$ cat config.mk
export PLATFORM = sky130hd
export DESIGN_NAME = battery_can_frame_decoder_unit
export DESIGN_NICKNAME = d
export VERILOG_FILES = /design/src/rtl/core/bcfd_pkg.sv /design/src/rtl/core/battery_can_frame_decoder_unit.sv
export SDC_FILE = /design/constraint.sdc
export NUM_CORES = 2
export LEC_CHECK = 0
export ABC_AREA = 0
export BUFFER_PORTS_ARGS = -buffer_cell sky130_fd_sc_hd__buf_2
export CORE_UTILIZATION = 35
export DETAILED_ROUTE_END_ITERATION = 8
export SYNTH_ARGS = -nofsm -noshare
export SYNTH_HDL_FRONTEND = slang
export SYNTH_SLANG_ARGS = --single-unit
$ cat constraint.sdc
create_clock -name clk -period 8.7 [get_ports clk]
set_input_delay 0.87 -clock clk [delete_from_list [all_inputs] [get_ports clk]]
set_output_delay 0.87 -clock clk [all_outputs]
set_load 0.03 [all_outputs]
$ cat src/rtl/core/bcfd_pkg.sv
`timescale 1ns / 1ps

package bcfd_pkg;

    // standard identifiers decoded by the block
    localparam logic [28:0] ID_VOLTAGES = 29'h1B0;
    localparam logic [28:0] ID_CHARGE   = 29'h1B1;
    localparam logic [28:0] ID_CURRENT  = 29'h2BA;

    // charge values above full scale are dropped
    localparam logic [15:0] PERCENT_FULL = 16'd10000;

    // watts to units of 0.1 mW per mV * dA
    localparam logic signed [34:0] PWR_SCALE = 35'sd10000;

    // configuration reset values
    localparam logic [15:0] PACK_MIN_RST   = 16'd40000;
    localparam logic [15:0] PACK_MAX_RST   = 16'd65000;
    localparam logic [15:0] CELL_FLOOR_RST = 16'd2000;
    localparam logic [15:0] CELL_CEIL_RST  = 16'd5000;
    localparam logic [31:0] STALE_RST      = 32'd10000;
    localparam logic signed [34:0] LIM_LO_RST = -35'sd300000000;
    localparam logic signed [34:0] LIM_HI_RST = 35'sd200000000;
    localparam logic [14:0] FLOW_THR_RST   = 15'd20;

    typedef enum logic [1:0] {
        KIND_IGNORED  = 2'd0,
        KIND_VOLTAGES = 2'd1,
        KIND_CHARGE   = 2'd2,
        KIND_CURRENT  = 2'd3
    } frame_kind_t;

    typedef enum logic [2:0] {
        CFG_PACK_MIN   = 3'd0,
        CFG_PACK_MAX   = 3'd1,
        CFG_CELL_FLOOR = 3'd2,
        CFG_CELL_CEIL  = 3'd3,
        CFG_STALE      = 3'd4,
        CFG_POWER_LOW  = 3'd5,
        CFG_POWER_HIGH = 3'd6,
        CFG_FLOW_THR   = 3'd7
    } cfg_reg_t;

    typedef struct packed {
        logic        is_extended;
        logic [3:0]  length_code;
        logic [28:0] frame_id;
        logic [63:0] payload;
        logic [31:0] now_ms;
    } in_item_t;

    typedef struct packed {
        logic [1:0]         frame_kind;
        logic [6:0]         valid_flags;
        logic [15:0]        pack_voltage_mv;
        logic [15:0]        cell_min_mv;
        logic [15:0]        cell_max_mv;
        logic [13:0]        soc_hundredths;
        logic [13:0]        soh_hundredths;
        logic signed [15:0] current_da;
        logic signed [31:0] power_fine;
        logic [15:0]        rejected_pack;
        logic [15:0]        rejected_cells;
        logic [15:0]        rejected_current;
    } out_item_t;

    // saturating event counter step
    function automatic logic [15:0] sat_inc(input logic [15:0] count);
        sat_inc = (count == 16'hFFFF) ? count : count + 16'd1;
    endfunction

endpackage

$ cat src/rtl/core/battery_can_frame_decoder_unit.sv
`timescale 1ns / 1ps

// Battery CAN frame decoder. Each accepted frame passes through the input
// register and gives exactly one result in the result register: the frame
// kind plus a snapshot of all stored battery values, valid flags and reject
// counters after that frame. Standard frames with a length code of 8 or more
// and identifier 0x1B0 (voltages), 0x1B1 (charge state) or 0x2BA (current)
// update the store; everything else reports kind 0.
// A frame is taken every cycle while the result side is not stalled: the
// frame sits in the input register, while one combinational pass (a single
// 16x16 multiply plus the window compares) updates the store and loads the
// result register. Stalls on the result side back up through the input
// register. Configuration writes are taken at any time (ready is always
// high) and should be made with no frame in flight.
module battery_can_frame_decoder_unit (
    input  logic              clk,
    input  logic              rst_n,
    input  logic              in_valid,
    output logic              in_ready,
    input  bcfd_pkg::in_item_t in_data,
    output logic              out_valid,
    input  logic              out_ready,
    output bcfd_pkg::out_item_t out_data,
    input  logic              cfg_valid,
    output logic              cfg_ready,
    input  logic [2:0]        cfg_index,
    input  logic [31:0]       cfg_data
);
    import bcfd_pkg::*;

    // configuration registers
    logic [15:0]        pack_min_reg, pack_max_reg, cell_floor_reg, cell_ceil_reg;
    logic [31:0]        stale_reg;
    logic signed [34:0] lim_lo_reg, lim_hi_reg;
    logic [14:0]        flow_thr_reg;

    // stored decode state
    logic               pack_ok_reg, cells_ok_reg, soc_ok_reg, soh_ok_reg, cur_ok_reg;
    logic               regen_reg, discharge_reg;
    logic [15:0]        pack_mv_reg, cell_low_reg, cell_high_reg;
    logic [31:0]        pack_stamp_reg;
    logic [13:0]        soc_reg, soh_reg;
    logic [15:0]        cur_reg;
    logic [31:0]        power_reg;
    logic [15:0]        pack_rej_reg, cell_rej_reg, cur_rej_reg;

    logic               pack_ok_next, cells_ok_next, soc_ok_next, soh_ok_next;
    logic               cur_ok_next, regen_next, discharge_next;
    logic [15:0]        pack_mv_next, cell_low_next, cell_high_next;
    logic [31:0]        pack_stamp_next;
    logic [13:0]        soc_next, soh_next;
    logic [15:0]        cur_next;
    logic [31:0]        power_next;
    logic [15:0]        pack_rej_next, cell_rej_next, cur_rej_next;

    // pipeline registers
    logic               in_valid_reg;
    in_item_t           in_data_reg;
    logic               out_valid_reg;
    out_item_t          out_data_reg;
    out_item_t          out_data_next;

    logic               advance;
    logic               frame_ok;
    frame_kind_t        kind;
    logic [15:0]        volt_pack, volt_lo, volt_hi, chg_soc, chg_soh, cur_raw;
    logic               pack_in_win, cells_in_win, fresh;
    logic [31:0]        age;
    logic signed [32:0] power;
    logic signed [34:0] power_ext;
    logic               power_in_win;
    logic signed [16:0] cur_s, thr_s;

    // handshake
    assign advance   = in_valid_reg && (!out_valid_reg || out_ready);
    assign in_ready  = !in_valid_reg || advance;
    assign out_valid = out_valid_reg;
    assign out_data  = out_data_reg;
    assign cfg_ready = 1'b1;

    // configuration writes
    always_ff @(posedge clk or negedge rst_n)
    begin
        if (!rst_n)
        begin
            pack_min_reg   <= PACK_MIN_RST;
            pack_max_reg   <= PACK_MAX_RST;
            cell_floor_reg <= CELL_FLOOR_RST;
            cell_ceil_reg  <= CELL_CEIL_RST;
            stale_reg      <= STALE_RST;
            lim_lo_reg     <= LIM_LO_RST;
            lim_hi_reg     <= LIM_HI_RST;
            flow_thr_reg   <= FLOW_THR_RST;
        end
        else if (cfg_valid)
        begin
            case (cfg_reg_t'(cfg_index))
                CFG_PACK_MIN:   pack_min_reg   <= cfg_data[15:0];
                CFG_PACK_MAX:   pack_max_reg   <= cfg_data[15:0];
                CFG_CELL_FLOOR: cell_floor_reg <= cfg_data[15:0];
                CFG_CELL_CEIL:  cell_ceil_reg  <= cfg_data[15:0];
                CFG_STALE:      stale_reg      <= cfg_data;
                // power limits kept pre-scaled to 0.1 mW
                CFG_POWER_LOW:  lim_lo_reg <= 35'($signed(cfg_data[20:0])) * PWR_SCALE;
                CFG_POWER_HIGH: lim_hi_reg <= 35'($signed({1'b0, cfg_data[19:0]}))
                                              * PWR_SCALE;
                CFG_FLOW_THR:   flow_thr_reg   <= cfg_data[14:0];
                default:        ;
            endcase
        end
    end

    // input register
    always_ff @(posedge clk or negedge rst_n)
    begin
        if (!rst_n)
            in_valid_reg <= 1'b0;
        else if (in_ready)
            in_valid_reg <= in_valid;
    end

    always_ff @(posedge clk)
    begin
        if (in_valid && in_ready)
            in_data_reg <= in_data;
    end

    // field extraction and classification
    assign frame_ok  = !in_data_reg.is_extended && in_data_reg.length_code[3];
    assign volt_pack = in_data_reg.payload[47:32];
    assign volt_lo   = in_data_reg.payload[31:16];
    assign volt_hi   = in_data_reg.payload[15:0];
    assign chg_soc   = in_data_reg.payload[63:48];
    assign chg_soh   = in_data_reg.payload[47:32];
    assign cur_raw   = in_data_reg.payload[63:48];

    always_comb
    begin
        kind = KIND_IGNORED;
        if (frame_ok)
        begin
            if (in_data_reg.frame_id == ID_VOLTAGES)
                kind = KIND_VOLTAGES;
            else if (in_data_reg.frame_id == ID_CHARGE)
                kind = KIND_CHARGE;
            else if (in_data_reg.frame_id == ID_CURRENT)
                kind = KIND_CURRENT;
        end
    end

    // plausibility checks
    assign pack_in_win  = (volt_pack >= pack_min_reg) && (volt_pack <= pack_max_reg);
    assign cells_in_win = (volt_lo >= cell_floor_reg) && (volt_hi <= cell_ceil_reg)
                          && (volt_lo <= volt_hi);
    assign age          = in_data_reg.now_ms - pack_stamp_reg;
    assign fresh        = pack_ok_reg && (age <= stale_reg);
    assign power        = 33'($signed(cur_raw)) * 33'($signed({1'b0, pack_mv_reg}));
    assign power_ext    = 35'(power);
    assign power_in_win = !(power_ext < lim_lo_reg) && !(power_ext > lim_hi_reg);
    assign cur_s        = 17'($signed(cur_raw));
    assign thr_s        = $signed({2'b00, flow_thr_reg});

    // state update
    always_comb
    begin
        pack_ok_next    = pack_ok_reg;
        pack_mv_next    = pack_mv_reg;
        pack_stamp_next = pack_stamp_reg;
        cells_ok_next   = cells_ok_reg;
        cell_low_next   = cell_low_reg;
        cell_high_next  = cell_high_reg;
        soc_ok_next     = soc_ok_reg;
        soc_next        = soc_reg;
        soh_ok_next     = soh_ok_reg;
        soh_next        = soh_reg;
        cur_ok_next     = cur_ok_reg;
        cur_next        = cur_reg;
        power_next      = power_reg;
        regen_next      = regen_reg;
        discharge_next  = discharge_reg;
        pack_rej_next   = pack_rej_reg;
        cell_rej_next   = cell_rej_reg;
        cur_rej_next    = cur_rej_reg;
        case (kind)
            KIND_VOLTAGES:
            begin
                if (pack_in_win)
                begin
                    pack_ok_next    = 1'b1;
                    pack_mv_next    = volt_pack;
                    pack_stamp_next = in_data_reg.now_ms;
                end
                else
                    pack_rej_next = sat_inc(pack_rej_reg);
                if (cells_in_win)
                begin
                    cells_ok_next  = 1'b1;
                    cell_low_next  = volt_lo;
                    cell_high_next = volt_hi;
                end
                else
                    cell_rej_next = sat_inc(cell_rej_reg);
            end
            KIND_CHARGE:
            begin
                if (chg_soc <= PERCENT_FULL)
                begin
                    soc_ok_next = 1'b1;
                    soc_next    = chg_soc[13:0];
                end
                if (chg_soh <= PERCENT_FULL)
                begin
                    soh_ok_next = 1'b1;
                    soh_next    = chg_soh[13:0];
                end
            end
            KIND_CURRENT:
            begin
                // no or stale pack voltage leaves everything as is
                if (fresh)
                begin
                    if (power_in_win)
                    begin
                        cur_ok_next    = 1'b1;
                        cur_next       = cur_raw;
                        power_next     = power[31:0];
                        regen_next     = cur_s > thr_s;
                        discharge_next = cur_s < -thr_s;
                    end
                    else
                        cur_rej_next = sat_inc(cur_rej_reg);
                end
            end
            default: ;
        endcase
    end

    always_ff @(posedge clk or negedge rst_n)
    begin
        if (!rst_n)
        begin
            pack_ok_reg    <= 1'b0;
            pack_mv_reg    <= '0;
            pack_stamp_reg <= '0;
            cells_ok_reg   <= 1'b0;
            cell_low_reg   <= '0;
            cell_high_reg  <= '0;
            soc_ok_reg     <= 1'b0;
            soc_reg        <= '0;
            soh_ok_reg     <= 1'b0;
            soh_reg        <= '0;
            cur_ok_reg     <= 1'b0;
            cur_reg        <= '0;
            power_reg      <= '0;
            regen_reg      <= 1'b0;
            discharge_reg  <= 1'b0;
            pack_rej_reg   <= '0;
            cell_rej_reg   <= '0;
            cur_rej_reg    <= '0;
        end
        else if (advance)
        begin
            pack_ok_reg    <= pack_ok_next;
            pack_mv_reg    <= pack_mv_next;
            pack_stamp_reg <= pack_stamp_next;
            cells_ok_reg   <= cells_ok_next;
            cell_low_reg   <= cell_low_next;
            cell_high_reg  <= cell_high_next;
            soc_ok_reg     <= soc_ok_next;
            soc_reg        <= soc_next;
            soh_ok_reg     <= soh_ok_next;
            soh_reg        <= soh_next;
            cur_ok_reg     <= cur_ok_next;
            cur_reg        <= cur_next;
            power_reg      <= power_next;
            regen_reg      <= regen_next;
            discharge_reg  <= discharge_next;
            pack_rej_reg   <= pack_rej_next;
            cell_rej_reg   <= cell_rej_next;
            cur_rej_reg    <= cur_rej_next;
        end
    end

    // result assembly from the updated state
    always_comb
    begin
        out_data_next.frame_kind       = kind;
        out_data_next.valid_flags      = {discharge_next, regen_next, cur_ok_next,
                                          soh_ok_next, soc_ok_next, cells_ok_next,
                                          pack_ok_next};
        out_data_next.pack_voltage_mv  = pack_mv_next;
        out_data_next.cell_min_mv      = cell_low_next;
        out_data_next.cell_max_mv      = cell_high_next;
        out_data_next.soc_hundredths   = soc_next;
        out_data_next.soh_hundredths   = soh_next;
        out_data_next.current_da       = $signed(cur_next);
        out_data_next.power_fine       = $signed(power_next);
        out_data_next.rejected_pack    = pack_rej_next;
        out_data_next.rejected_cells   = cell_rej_next;
        out_data_next.rejected_current = cur_rej_next;
    end

    // result register
    always_ff @(posedge clk or negedge rst_n)
    begin
        if (!rst_n)
            out_valid_reg <= 1'b0;
        else if (advance)
            out_valid_reg <= 1'b1;
        else if (out_ready)
            out_valid_reg <= 1'b0;
    end

    always_ff @(posedge clk)
    begin
        if (advance)
            out_data_reg <= out_data_next;
    end

endmodule

==> flow_summary.toml <==
[status]
status = "complete, no violations"

[final_layout]
largest_reg_flops = 181
final_cell_area_um2 = 58200
syn_to_final_growth_pct = 19.6
nNetsFinal = 6204
drive_gt1_share_pct = 23.6
fill_cells = 13146

[die]
pin_count = 354
start_util_pct = 35.4
rows = 136
core_um2 = 138000
dieArea_um2 = 141000
die_y_um = 375
die_w_um = 375

[clocking]
clkSinkCount = 693
cts_buffers = 78
cts.path.max_buffers = 3
clk-insertion-delay-late_ns = 0.68
cts_tree = "yes"
cts-root-buf = "clkbuf_16"
postCtsHoldBufs = 0
cts_max_level = 3
cts.clk_slew.worst_paths_ns = 0.06

[logic_synthesis]
avgSynthCellArea_um2 = 10.6
yosysTopAreaCell = "edfxtp_1"
yosysTopAreaCellShare_pct = 19.0
synth_seq_area_share_pct = 39.0
syn_area_um2 = 48700
syn_nets = 5629
synth_most_common_cell = "inv_1"
ys_seq_elements = 693
synth_area_leaders = "edfxtp_1 19%, dfrtp_1 17%, ha_1 14%"
synth_common_cells = "772 x inv_1, 545 x ha_1, 524 x nand2_1"
synthDistinctLibCells = 83
synth_top_flop_cell = "dfrtp_1"
synth_cells = 4612
yosysWarnings = 0
synth_edf_count = 308
synth_async_sr_flop_share_pct = 55.6

[route]
drt-initial-drc-count = 1710
drt_pass1_iterations = 5
routed_wl_um = 129000
wl_per_cell_um = 18.2
num_vias = 34305
drtAntennaViolNets = 0
viasPerCell = 4.87
drc = 0

[placed_design]
post-dp-hpwl_um = 98200
port_buffers = 349
gp_congestion = 0.882
dpl_worst_slack_ns = -0.661
placed_cell_area_um2 = 54000

[global_routing]
grt_pass1_vias = 34995
grt_pass1_wl_um = 200000
grt_max_degree = 124
grt_overflow = 0
grtUsageTotal_pct = 18.4
antenna_found_initial = 8

[power]
power.share.sequential_pct = 36.8
switching_power_mw = 3.71
p_clk_share_pct = 30.3
p_int_mw = 7.13
power_frac_comb_pct = 32.9
power_mw = 10.8
power.leakage_nw = 28.5
swShare_pct = 34.2
vdd_drop_max_uv = 146
powerDensity_nw_per_um2 = 186

[timing]
rsz0062_at_grt = "yes"
timing.slew.headroom_pct = 14.9
setup_viol = 0
whs_ns = 0.192
finalHoldViolations = 0
fin_crit_sh_pct = 99.3
fin_ws_ns = 0.0612
fin_skew_ns = 0.0317
final.setup.tns_ns = 0
clock.fmax_ghz = 0.116
tightest_slew_ns = 1.27
slew_viol_final = 0
fin_crit_ns = 8.64

[setup_path]
cp.required_ns = 9.13
critPathKind = "reg2reg"
worst-path-max-fanout = 6
cp_slowest_cell = "fa_1"
start_kind = "flip-flop"
cp.arrival_ns = 9.07
crit_start = "chg_soc[5]"
cpPeakStageDelay_ns = 0.58
reg2reg_from = "chg_soc[5]"
worst_setup_path_end_kind = "flip-flop"

[worst_hold_path]
hold_path_class = "in2async"

[job]
maxCapViolCount = 0
layer usage:
layer | up-vias | GRT usage, % | wire length, µm
met1 | 16883 | 24.0 | 57200
met5 | - | 0 | 59
met3 | 182 | 2.99 | 5470
li1 | 16576 | - | -
met2 | 654 | 31.2 | 62200
met4 | 10 | 5.32 | 3610
cells in the final DEF (no fill, tap or decap), types with 18 or more instances in the layout:
cell | synthesis | routed
a21o_1 | 88 | 87
a21oi_1 | 128 | 120
and2_1 | 124 | 108
and3_1 | 41 | 40
buf_2 | 20 | 350
buf_4 | 4 | 226
buf_6 | 3 | 29
clkbuf_1 | 102 | 21
clkbuf_16 | 0 | 82
dfrtp_1 | 321 | 320
dfstp_2 | 64 | 64
edfxtp_1 | 308 | 308
fa_1 | 302 | 290
ha_1 | 545 | 523
inv_1 | 772 | 747
inv_2 | 1 | 25
mux2_2 | 216 | 203
nand2_1 | 524 | 486
nand2_2 | 0 | 23
nand2b_1 | 40 | 39
nand3_1 | 63 | 57
nand4_1 | 51 | 51
nor2_1 | 95 | 90
nor2b_1 | 20 | 20
nor3_1 | 30 | 22
nor4_1 | 19 | 18
o21a_1 | 27 | 26
o21ai_0 | 332 | 299
o21ai_1 | 0 | 22
o21bai_1 | 19 | 19
xnor2_1 | 126 | 115
xor2_1 | 45 | 44
repair_timing:
action	4_1_cts	5_1_grt
resized for setup	103	195
endpoints found under the hold margin	0	0
cloned	3	9
pin swaps	73	82
buffers inserted	29	17
setup endpoints to repair	134	134
power groups by stage:
stage               combinational [mW]  sequential [mW]  clock [mW]
finish                            3.56             3.99        3.28
global route                      4.06             4.03        3.49
CTS                               3.57             4.00        3.37
detailed placement                3.49             4.06           0
global placement                  3.43             4.05           0
floorplan                         2.42             4.11           0
cell type report:
type                       count  area (µm²)  share of cell area [%]
antenna                        2        5.00                 0.00860
clock buffer                 106        2130                    3.65
clock inverter                38         402                   0.690
inverter                     773        2910                    5.00
multi-input combinational   3011       27300                    46.8
sequential                   693       19000                    32.6
tap                         1794        2240                    3.86
timing repair buffer         630        4310                    7.40
kinds of logic (layout without fill, tap and decap cells):
logic type	Yosys count	count (layout)	synth area share, %
AOI/OAI and AO/OA	712	712	8.92
xor gates and xnor gates	171	171	3.08
adders and majority gates	847	847	26.4
buffers and inverters	908	1547	7.13
DFF	693	693	39.0
muxes	219	219	5.06
other	1	3	0.00770
and+or+nand+nor	1061	1061	10.4
worst paths after layout:
check                               endpoint  slack [ns]  cells after the start
max                             out_data[49]        0.06                     37
max in group asynchronous  pack_stamp_reg[3]        7.09                      2
min                          cell_low_reg[8]        0.19                      1
min reg2reg                       soc_ok_reg        0.46                      1
min in group clk            in_data_reg[121]        0.36                      1
max reg2reg                     out_data[49]        0.06                     37
worst max-delay path, delay by kind of cell (launching register included):
family,cells,cell delay [ns]
adder cells (fa/ha/maj),8,3.38
buffers and inverters,12,1.23
XOR/XNOR,1,0.28
AO/OA/AOI/OAI,10,2.11
multiplexers,1,0.32
AND/OR/NAND/NOR,5,0.54
flip-flops,1,0.50
through the flow:
step	utilization, %	std cells
after detailed placement	39.2	6845
final	42.3	7047
after CTS	41.7	7021
after global routing	42.3	7046
after floorplan	-	4612
after global placement	39.2	6845
Power figures use the tool's default switching activity.
